`src/rtl/core/plen_pkg.sv`:
```
// Package with the shared widths, limits and sequencer states of the polyline length block.
`timescale 1ns / 1ps
`default_nettype none

package plen_pkg;

   localparam int unsigned CoordWidth  = 24;
   localparam int unsigned DiffWidth   = CoordWidth + 1;
   localparam int unsigned SquareWidth = 48;
   localparam int unsigned RadWidth    = 50;
   localparam int unsigned RootWidth   = 25;
   localparam int unsigned RemWidth    = RootWidth + 1;
   localparam int unsigned SegWidth    = 26;
   localparam int unsigned SumWidth    = 48;
   localparam int unsigned StepWidth   = 5;

   localparam logic [StepWidth-1:0] LastStep = StepWidth'(RootWidth - 1);
   localparam logic [SumWidth-1:0]  SumMax   = {SumWidth{1'b1}};

   typedef enum logic [5:0] {
      ST_IDLE   = 6'b000001,
      ST_SQX    = 6'b000010,
      ST_SQY    = 6'b000100,
      ST_SUM    = 6'b001000,
      ST_ROOT   = 6'b010000,
      ST_ACC    = 6'b100000
   } state_type;

endpackage

`default_nettype wire

```
`src/rtl/core/polyline_length_accumulator.sv`:
```
// Top level of the polyline length accumulator: squares, bit-serial root and saturating sums.
//
// The block measures polylines given one point per item on the req_ channel, as signed
// Q16.8 coordinates with a chain_start flag (first point of a chain) and a set_start flag
// (clears the set total and also starts a chain). For every item it returns one item on
// the rsp_ channel: the segment length to the previous point (zero at a chain start), the
// chain length so far and the set total so far, all in Q.8. The sums saturate at 2^48-1.
// An item is accepted at a clock edge where valid is high and stall is low.
// A point that continues a chain passes SQX and SQY, where one shared 25x25 multiplier
// squares dx and then dy, SUM, which adds the squares, ROOT, where a restoring square root
// unit retires one root bit per cycle, and ACC, which updates the sums. A chain or set
// start skips all of this and goes from idle straight to ACC. The block accepts a new
// item once it is back in idle, so it takes no new point while it works on the last one.
// The result register parts the two sides: a new item is accepted while an earlier result
// still waits. If the receiver stalls, the result holds and the block waits in its final
// step before it overwrites the result. Synchronous reset clears the stored point to
// (0,0), both sums to zero and drops any pending result.
`timescale 1ns / 1ps
`default_nettype none

module polyline_length_accumulator (
   input  wire logic                                clock,
   input  wire logic                                reset,
   input  wire logic                                req_valid,
   output logic                                     req_stall,
   input  wire logic signed [plen_pkg::CoordWidth-1:0] req_point_x,
   input  wire logic signed [plen_pkg::CoordWidth-1:0] req_point_y,
   input  wire logic                                req_chain_start,
   input  wire logic                                req_set_start,
   output logic                                     rsp_valid,
   input  wire logic                                rsp_stall,
   output logic [plen_pkg::SegWidth-1:0]            rsp_segment_length,
   output logic [plen_pkg::SumWidth-1:0]            rsp_chain_length,
   output logic [plen_pkg::SumWidth-1:0]            rsp_total_length
);

   plen_pkg::state_type state_ff, state_in;

   // Stored point and accumulators; these are the architectural state.
   logic signed [plen_pkg::CoordWidth-1:0] prev_x_ff;
   logic signed [plen_pkg::CoordWidth-1:0] prev_y_ff;
   logic [plen_pkg::SumWidth-1:0]          chain_sum_ff, chain_sum_in;
   logic [plen_pkg::SumWidth-1:0]          total_sum_ff, total_sum_in;
   logic                                   rsp_valid_ff;

   // Per-item working registers.
   logic                                   start_ff;
   logic                                   set_ff;
   logic signed [plen_pkg::DiffWidth-1:0]  dx_ff, dy_ff;
   logic [plen_pkg::SquareWidth-1:0]       prod_ff;
   logic [plen_pkg::RadWidth-1:0]          rad_ff;
   logic [plen_pkg::RemWidth-1:0]          rem_ff;
   logic [plen_pkg::RootWidth-1:0]         root_ff;
   logic [plen_pkg::StepWidth-1:0]         step_ff;
   logic [plen_pkg::SegWidth-1:0]          seg_out_ff;

   logic                                   req_take;
   logic                                   rsp_take;
   logic                                   out_free;
   logic signed [plen_pkg::DiffWidth-1:0]  dx_in, dy_in;
   logic signed [plen_pkg::DiffWidth-1:0]  mul_op;
   logic signed [2*plen_pkg::DiffWidth-1:0] prod_full;
   logic [plen_pkg::RemWidth+1:0]          root_cand;
   logic [plen_pkg::RemWidth+1:0]          root_sub;
   logic [plen_pkg::RemWidth+2:0]          root_diff;
   logic                                   root_ge;
   logic [plen_pkg::SegWidth-1:0]          seg_val;
   logic [plen_pkg::SumWidth:0]            chain_add;
   logic [plen_pkg::SumWidth:0]            total_add;

   assign req_stall = (state_ff != plen_pkg::ST_IDLE);
   assign req_take  = req_valid && !req_stall;
   assign rsp_take  = rsp_valid_ff && !rsp_stall;

   // The result register may be overwritten once it is empty or being taken now.
   assign out_free  = !rsp_valid_ff || !rsp_stall;

   // Coordinate differences, one bit wider so they never wrap.
   assign dx_in = $signed({req_point_x[plen_pkg::CoordWidth-1], req_point_x})
                - $signed({prev_x_ff[plen_pkg::CoordWidth-1], prev_x_ff});
   assign dy_in = $signed({req_point_y[plen_pkg::CoordWidth-1], req_point_y})
                - $signed({prev_y_ff[plen_pkg::CoordWidth-1], prev_y_ff});

   // The single multiplier squares dx first and dy in the next cycle. A signed square is
   // never negative and stays below 2^48.
   assign mul_op    = (state_ff == plen_pkg::ST_SQX) ? dx_ff : dy_ff;
   assign prod_full = mul_op * mul_op;

   // Restoring square root step: bring down the next two radicand bits and try to
   // subtract 4*root+1. A non-negative difference means the next root bit is one.
   assign root_cand = {rem_ff, rad_ff[plen_pkg::RadWidth-1 -: 2]};
   assign root_sub  = {1'b0, root_ff, 2'b01};
   assign root_diff = {1'b0, root_cand} - {1'b0, root_sub};
   assign root_ge   = !root_diff[plen_pkg::RemWidth+2];

   // Segment length for this item and the saturating sums.
   assign seg_val   = start_ff ? '0 : {1'b0, root_ff};
   assign chain_add = {1'b0, chain_sum_ff} + {{(plen_pkg::SumWidth-plen_pkg::SegWidth+1){1'b0}},
                                              seg_val};
   assign total_add = {1'b0, total_sum_ff} + {{(plen_pkg::SumWidth-plen_pkg::SegWidth+1){1'b0}},
                                              seg_val};

   always_comb begin
      if (start_ff) begin
         chain_sum_in = '0;
      end else if (chain_add[plen_pkg::SumWidth]) begin
         chain_sum_in = plen_pkg::SumMax;
      end else begin
         chain_sum_in = chain_add[plen_pkg::SumWidth-1:0];
      end

      if (set_ff) begin
         total_sum_in = '0;
      end else if (start_ff) begin
         total_sum_in = total_sum_ff;
      end else if (total_add[plen_pkg::SumWidth]) begin
         total_sum_in = plen_pkg::SumMax;
      end else begin
         total_sum_in = total_add[plen_pkg::SumWidth-1:0];
      end
   end

   // Sequencer.
   always_comb begin
      state_in = state_ff;
      unique case (state_ff)
         plen_pkg::ST_IDLE: begin
            if (req_take) begin
               if (req_chain_start || req_set_start) begin
                  state_in = plen_pkg::ST_ACC;
               end else begin
                  state_in = plen_pkg::ST_SQX;
               end
            end
         end
         plen_pkg::ST_SQX: begin
            state_in = plen_pkg::ST_SQY;
         end
         plen_pkg::ST_SQY: begin
            state_in = plen_pkg::ST_SUM;
         end
         plen_pkg::ST_SUM: begin
            state_in = plen_pkg::ST_ROOT;
         end
         plen_pkg::ST_ROOT: begin
            if (step_ff == plen_pkg::LastStep) begin
               state_in = plen_pkg::ST_ACC;
            end
         end
         plen_pkg::ST_ACC: begin
            if (out_free) begin
               state_in = plen_pkg::ST_IDLE;
            end
         end
         default: begin
            state_in = plen_pkg::ST_IDLE;
         end
      endcase
   end

   // Control and architectural state.
   always_ff @(posedge clock) begin
      if (reset) begin
         state_ff     <= plen_pkg::ST_IDLE;
         rsp_valid_ff <= 1'b0;
         prev_x_ff    <= '0;
         prev_y_ff    <= '0;
         chain_sum_ff <= '0;
         total_sum_ff <= '0;
      end else begin
         state_ff <= state_in;
         if (req_take) begin
            prev_x_ff <= req_point_x;
            prev_y_ff <= req_point_y;
         end
         if (state_ff == plen_pkg::ST_ACC && out_free) begin
            rsp_valid_ff <= 1'b1;
            chain_sum_ff <= chain_sum_in;
            total_sum_ff <= total_sum_in;
         end else if (rsp_take) begin
            rsp_valid_ff <= 1'b0;
         end
      end
   end

   // Datapath registers.
   always_ff @(posedge clock) begin
      if (req_take) begin
         start_ff <= req_chain_start || req_set_start;
         set_ff   <= req_set_start;
         dx_ff    <= dx_in;
         dy_ff    <= dy_in;
      end

      if (state_ff == plen_pkg::ST_SQX || state_ff == plen_pkg::ST_SQY) begin
         prod_ff <= prod_full[plen_pkg::SquareWidth-1:0];
      end

      if (state_ff == plen_pkg::ST_SQY) begin
         rad_ff <= {{(plen_pkg::RadWidth-plen_pkg::SquareWidth){1'b0}}, prod_ff};
      end else if (state_ff == plen_pkg::ST_SUM) begin
         rad_ff  <= rad_ff + {{(plen_pkg::RadWidth-plen_pkg::SquareWidth){1'b0}}, prod_ff};
         rem_ff  <= '0;
         root_ff <= '0;
         step_ff <= '0;
      end else if (state_ff == plen_pkg::ST_ROOT) begin
         rad_ff  <= {rad_ff[plen_pkg::RadWidth-3:0], 2'b00};
         rem_ff  <= root_ge ? root_diff[plen_pkg::RemWidth-1:0]
                            : root_cand[plen_pkg::RemWidth-1:0];
         root_ff <= {root_ff[plen_pkg::RootWidth-2:0], root_ge};
         step_ff <= step_ff + plen_pkg::StepWidth'(1);
      end

      if (state_ff == plen_pkg::ST_ACC && out_free) begin
         seg_out_ff <= seg_val;
      end
   end

   assign rsp_valid          = rsp_valid_ff;
   assign rsp_segment_length = seg_out_ff;
   assign rsp_chain_length   = chain_sum_ff;
   assign rsp_total_length   = total_sum_ff;

endmodule

`default_nettype wire

```
`config.mk`:
```
export PLATFORM = sky130hd
export DESIGN_NAME = polyline_length_accumulator
export DESIGN_NICKNAME = d
export VERILOG_FILES = /design/src/rtl/core/plen_pkg.sv /design/src/rtl/core/polyline_length_accumulator.sv
export SDC_FILE = /design/constraint.sdc
export NUM_CORES = 2
export LEC_CHECK = 0
export BUFFER_PORTS_ARGS = -buffer_cell sky130_fd_sc_hd__buf_2
export CAP_MARGIN = 20
export CORE_UTILIZATION = 60
export DETAILED_ROUTE_END_ITERATION = 8
export GPL_TIMING_DRIVEN = 0
export PLACE_DENSITY = 0.9
export SYNTH_ARGS = -nofsm -noshare
export SYNTH_HDL_FRONTEND = slang
export SYNTH_SLANG_ARGS = --single-unit
```
`constraint.sdc`:
```
create_clock -name clock -period 27.3 [get_ports clock]
set_input_delay 1.365 -clock clock [delete_from_list [all_inputs] [get_ports clock]]
set_output_delay 1.365 -clock clock [all_outputs]
set_load 0.05 [all_outputs]
```
# ---- Word level (Yosys, flattened, before mapping)
# Index checks and enable logic that the tools add are counted.
dict set report word_totals {
  reg_bits 383
  inputBits 54
  elab_cells 75
}
dict set report classes {
  n_addsub 7
  n_mul 1
  n_eq_ne 12
  n_mux 21
  n_bitwise 1
  n_reduce_logical 16
}
# op n
set op_table {}
lappend op_table {{$mux 48} 6}
lappend op_table {{$mux 50} 2}
lappend op_table {{$add 48x25->49} 2}
lappend op_table {{$mux 25} 3}
lappend op_table {{$mux 26} 2}
lappend op_table {{$add 50x48->50} 1}
lappend op_table {{$sub 24x24->25} 2}
lappend op_table {{$mul 25x25->48} 1}
lappend op_table {{$pmux 6 s6} 1}
lappend op_table {{$sub 28x27->29} 1}
lappend op_table {{$mux 6} 4}
lappend op_table {{$eq 6x1->1 const B} 1}
lappend op_table {{$eq 6x2->1 const B} 1}
lappend op_table {{$eq 6x3->1 const B} 1}
lappend op_table {{$eq 6x4->1 const B} 1}
lappend op_table {{$eq 6x5->1 const B} 1}
lappend op_table {{$eq 6x6->1 const B} 1}
lappend op_table {{$ne 2x2->1 const B} 3}
lappend op_table {{$ne 6x1->1 const B} 1}
lappend op_table {{$add 5x1->5 const B} 1}
lappend op_table {{$eq 5x5->1 const B} 1}
lappend op_table {{$mux 5} 1}
lappend op_table {{$logic_not 1->1} 4}
lappend op_table {{$reduce_and 2->1} 2}
lappend op_table {{8 further kinds} 14}

# ---- Depth between registers and ports, before layout
dict set report depth {
  depth_word 5
  depth_mapped 34
}

# ---- Worst setup path before layout
# Ideal clock, no wire load.
dict set report synth_timing {
  path_kind {register to register}
  startpoint {reg state_ff[5]}
  endpoint {reg prod_ff[44] (netlist bit), data pin}
  setup_time_ns 0.260
  t_arrival_ns 8.455
  required_ns 27.040
  slack_ns 18.584
  stages_incl_launch_ff 35
  path_buffers 3
  path_cell_list {dfxtp_1 nor4_1 nand3b_1 buf_1 buf_1 mux2i_1 inv_1 buf_1 nand2_1 fa_1 inv_1 fa_1 inv_1 fa_1 inv_1 fa_1 inv_1 fa_1 inv_1 fa_1 inv_1 fa_1 inv_1 ha_1 a21oi_1 o21bai_1 a2111o_1 o21ai_0 o21ai_0 a41oi_2 o311ai_1 o41a_1 a311o_1 a21oi_1 xnor2_1}
}
dict set report synth_between {
  elab_chain_len 3
}
# element line_no
set synth_lines {}
lappend synth_lines {{from (decl)} polyline_length_accumulator.sv:37} ;# plen_pkg::state_type state_ff, state_in;
lappend synth_lines {{from (signal assigned)} polyline_length_accumulator.sv:164} ;# state_ff <= plen_pkg::ST_IDLE;
lappend synth_lines {{from (signal assigned)} polyline_length_accumulator.sv:171} ;# state_ff <= state_in;
lappend synth_lines {{$eq 6x2->1} polyline_length_accumulator.sv:86} ;# assign mul_op = (state_ff == plen_pkg::ST_SQX) ? dx_ff : dy_ff;
lappend synth_lines {{$mux 25} polyline_length_accumulator.sv:86}
lappend synth_lines {{$mul 25x25->48} polyline_length_accumulator.sv:87} ;# assign prod_full = mul_op * mul_op;
lappend synth_lines {{via prod_full, one bit} polyline_length_accumulator.sv:62} ;# logic signed [2*plen_pkg::DiffWidth-1:0] prod_full;
lappend synth_lines {{to (signal assigned)} polyline_length_accumulator.sv:196} ;# prod_ff <= prod_full[plen_pkg::SquareWidth-1:0];
lappend synth_lines {{to (decl)} polyline_length_accumulator.sv:50} ;# logic [plen_pkg::SquareWidth-1:0] prod_ff;
# The timed path passes the listed nets, and every way through them passes these cells.
# A chain may end at the register's enable or synchronous reset.

# ---- Final worst setup path
dict set report layout_timing {
  startpoint {reg state_ff[3]}
  endpoint {reg prod_ff[47] (netlist bit), data pin}
}
# Same word-level chain as after synthesis.

==> metrics <==
Die ar. between 70000 and 80000 um2; crit path max fanout 10; sequential area share after synthesis 0.233; H-tree levels 2; final WL about 120 mm; post-DR wirelength/cell between 20 and 25 um; Placed Cells around 5700; cts hold-fix bufs 0; row cnt a little under 100; area leader, netlist fa_1; chip height 268 um; Multi-input gate area just under 30000 um2; Synth area leaders fa_1, edfxtp_1, ha_1; CP Class flip-flop to flip-flop; Setup TNS 0 ns; final count of pins violating max slew 0; Slowest-stage cell, CP buf_1; CP most frequent cell fa_1; Synth Area per Inst around 9.2 um2; Fillers 5408; Arr. time, crit path 11.78 ns; Post-Syn Instances between 4000 and 5000; clk buf depth 3; RSZ-0062 raised after global routing no; IO Port Bufs 175; Total GRT Usage 0.347; CP bufs+invs 9; Antenna Nets Post-Route 0; Post-synth EDFFs 228; Async S/R FF share, synth 0; Final Hold Fails 0; Iter 0 DRT Violations 3527; I/O Pins roughly 180; commonest non-fill, non-tap cells in the layout inv_1, fa_1, nand2_1, nor2_1, ha_1; top_reg_cell synth edfxtp_1; Required @ worst endpoint around 28 ns; layout cells sized above 1 0.0666; CTS Buf Count 42; Cell Count, Final, Fillers Out 5821; Layout Nets between 5000 and 6000; fin crit share 0.417; largest net degree at the start of global routing 42; drt pass-1 iters 9; Core Area 70100 um2; Yosys reg bits between 300 and 400; CTS Sinks ~380; total grt overflow 0; Cell Area, Synth 42600 um2; Synth-to-Final Area Change 8.62%; final instance area between 40000 and 50000 um2; delay of the slowest critical-path stage approximately 0.72 ns; GPL Wtd Cong 1.05; number of global-route vias before repair between 30000 and 40000; delay-heaviest family, CP adder cells; Clk pin slew, worst setup/hold paths 0.06 ns; commonest non-fill, non-tap cell in the layout inv_1; Post-Syn Nets between 5000 and 6000; max-cap violations 0; Setup Skew between 0.04 and 0.05 ns; Hold Path Class flip-flop to flip-flop; area share of the largest cell type after synthesis 0.279; via count approximately 35000; yosys warns 0; Initial Util 0.607; DR vias/cell approximately 6.0; slew margin rel. 0.237; initial antenna violation count 2; Fmax 87.8 MHz; status finished, final reports clean; min Tclk post-route about 11 ns; Worst-Margin Slew 1.14 ns; CTS root buffer clkbuf_16; CTS tree built; Sequential Area about 10000 um2; worst skew pair latency just over 0.6 ns; nature of the critical path startpoint flip-flop; Die X roughly 270 um; final setup vio count 0; DP Area 44800 um2; post-CTS sizing 0; global-route wire length before repair 192 mm; post-synth cell types 90; DP Wirelength 98.9 mm; crit end category flip-flop; setup bufs post-CTS 0; Post-route DRC 0
cell usage after synthesis (all sizes together) (6+ instances only):
master,n
clkbuf,122
a311oi,11
mux2,15
and3,43
or4,8
or3,12
xor2,63
a31o,9
and2,15
o21bai,25
xnor2,146
o21a,30
mux2i,42
a211o,7
nand4,21
dfxtp,153
nand3b,6
o22ai,6
a21boi,10
and4,6
nor2b,32
o211ai,17
a31oi,40
nand3,56
edfxtp,228
a21o,109
o31ai,14
o21ai,214
a21oi,285
nor2,407
nor4,10
or2,10
a41oi,11
a22o,11
fa,594
inv,818
a211oi,31
nand2b,23
nand2,505
nor3,38
ha,313
buf,30
layer usage:
layer	wire [um]	share of wire	GRT usage	up-vias
met2	57600	0.46	0.561	2084
met1	45900	0.37	0.439	16900
li1	-	-	-	15500
met4	8130	0.065	0.194	0
met3	12600	0.10	0.0682	530
met5	0	0	0	-
flip-flops by register name (all words and copies together) (netlist names), 5 cells and up:
signal	cells
dx_ff	25
dy_ff	25
prev_x_ff	24
prev_y_ff	24
prod_ff	47
rad_ff	50
rem_ff	26
root_ff	25
rsp_chain_length	48
rsp_segment_length	25
rsp_total_length	48
state_ff	6
step_ff	5
per-stage QoR:
step	hold WS (ns)	worst slack, ns	utilization
finish	0.456	15.91	0.660
global route	0.472	15.70	0.660
CTS	0.455	16.13	0.660
detailed placement	0.447	16.13	0.639
global placement	0.441	15.83	0.637
floorplan	0.436	18.58	-
worst paths after layout:
check                start            end  slack, ns  cells after the start
min reg2reg  prev_y_ff[14]  prev_y_ff[14]       0.46                      2
min          prev_y_ff[14]  prev_y_ff[14]       0.46                      2
max reg2reg    state_ff[3]    prod_ff[47]      15.91                     31
max            state_ff[3]    prod_ff[47]      15.91                     31
layout make-up:
type | count | area share
multi-input combinational | 3258 | 0.626
sequential | 381 | 0.214
inverter | 823 | 0.0667
tap | 940 | 0.0254
clock buffer | 50 | 0.0238
timing repair buffer | 185 | 0.0218
buffer | 152 | 0.0134
clock inverter | 28 | 0.00808
antenna | 4 | 0.000216
kinds of logic after synthesis:
kind of cell | Yosys count | synth area share
AO/OA/AOI/OAI | 879 | 0.130
adder cells (fa/ha/maj) | 907 | 0.371
multiplexers | 57 | 0.0138
flip-flops | 381 | 0.233
XOR/XNOR | 209 | 0.0430
other | 1 | 0.0000880
buffers and inverters | 975 | 0.0870
AND/OR/NAND/NOR | 1205 | 0.123
worst register-to-register path: cells and delay by family (launching register included):
kind,cells,cell delay (ns)
adder cells (fa/ha/maj),8,4.07
AO/OA/AOI/OAI,8,2.29
multiplexers,1,0.48
AND/OR/NAND/NOR,5,1.27
buffers and inverters,9,2.64
flip-flops,1,0.41
Power is not shown: default switching activity piles up to over one toggle a cycle in this logic, so the estimate is an artifact.
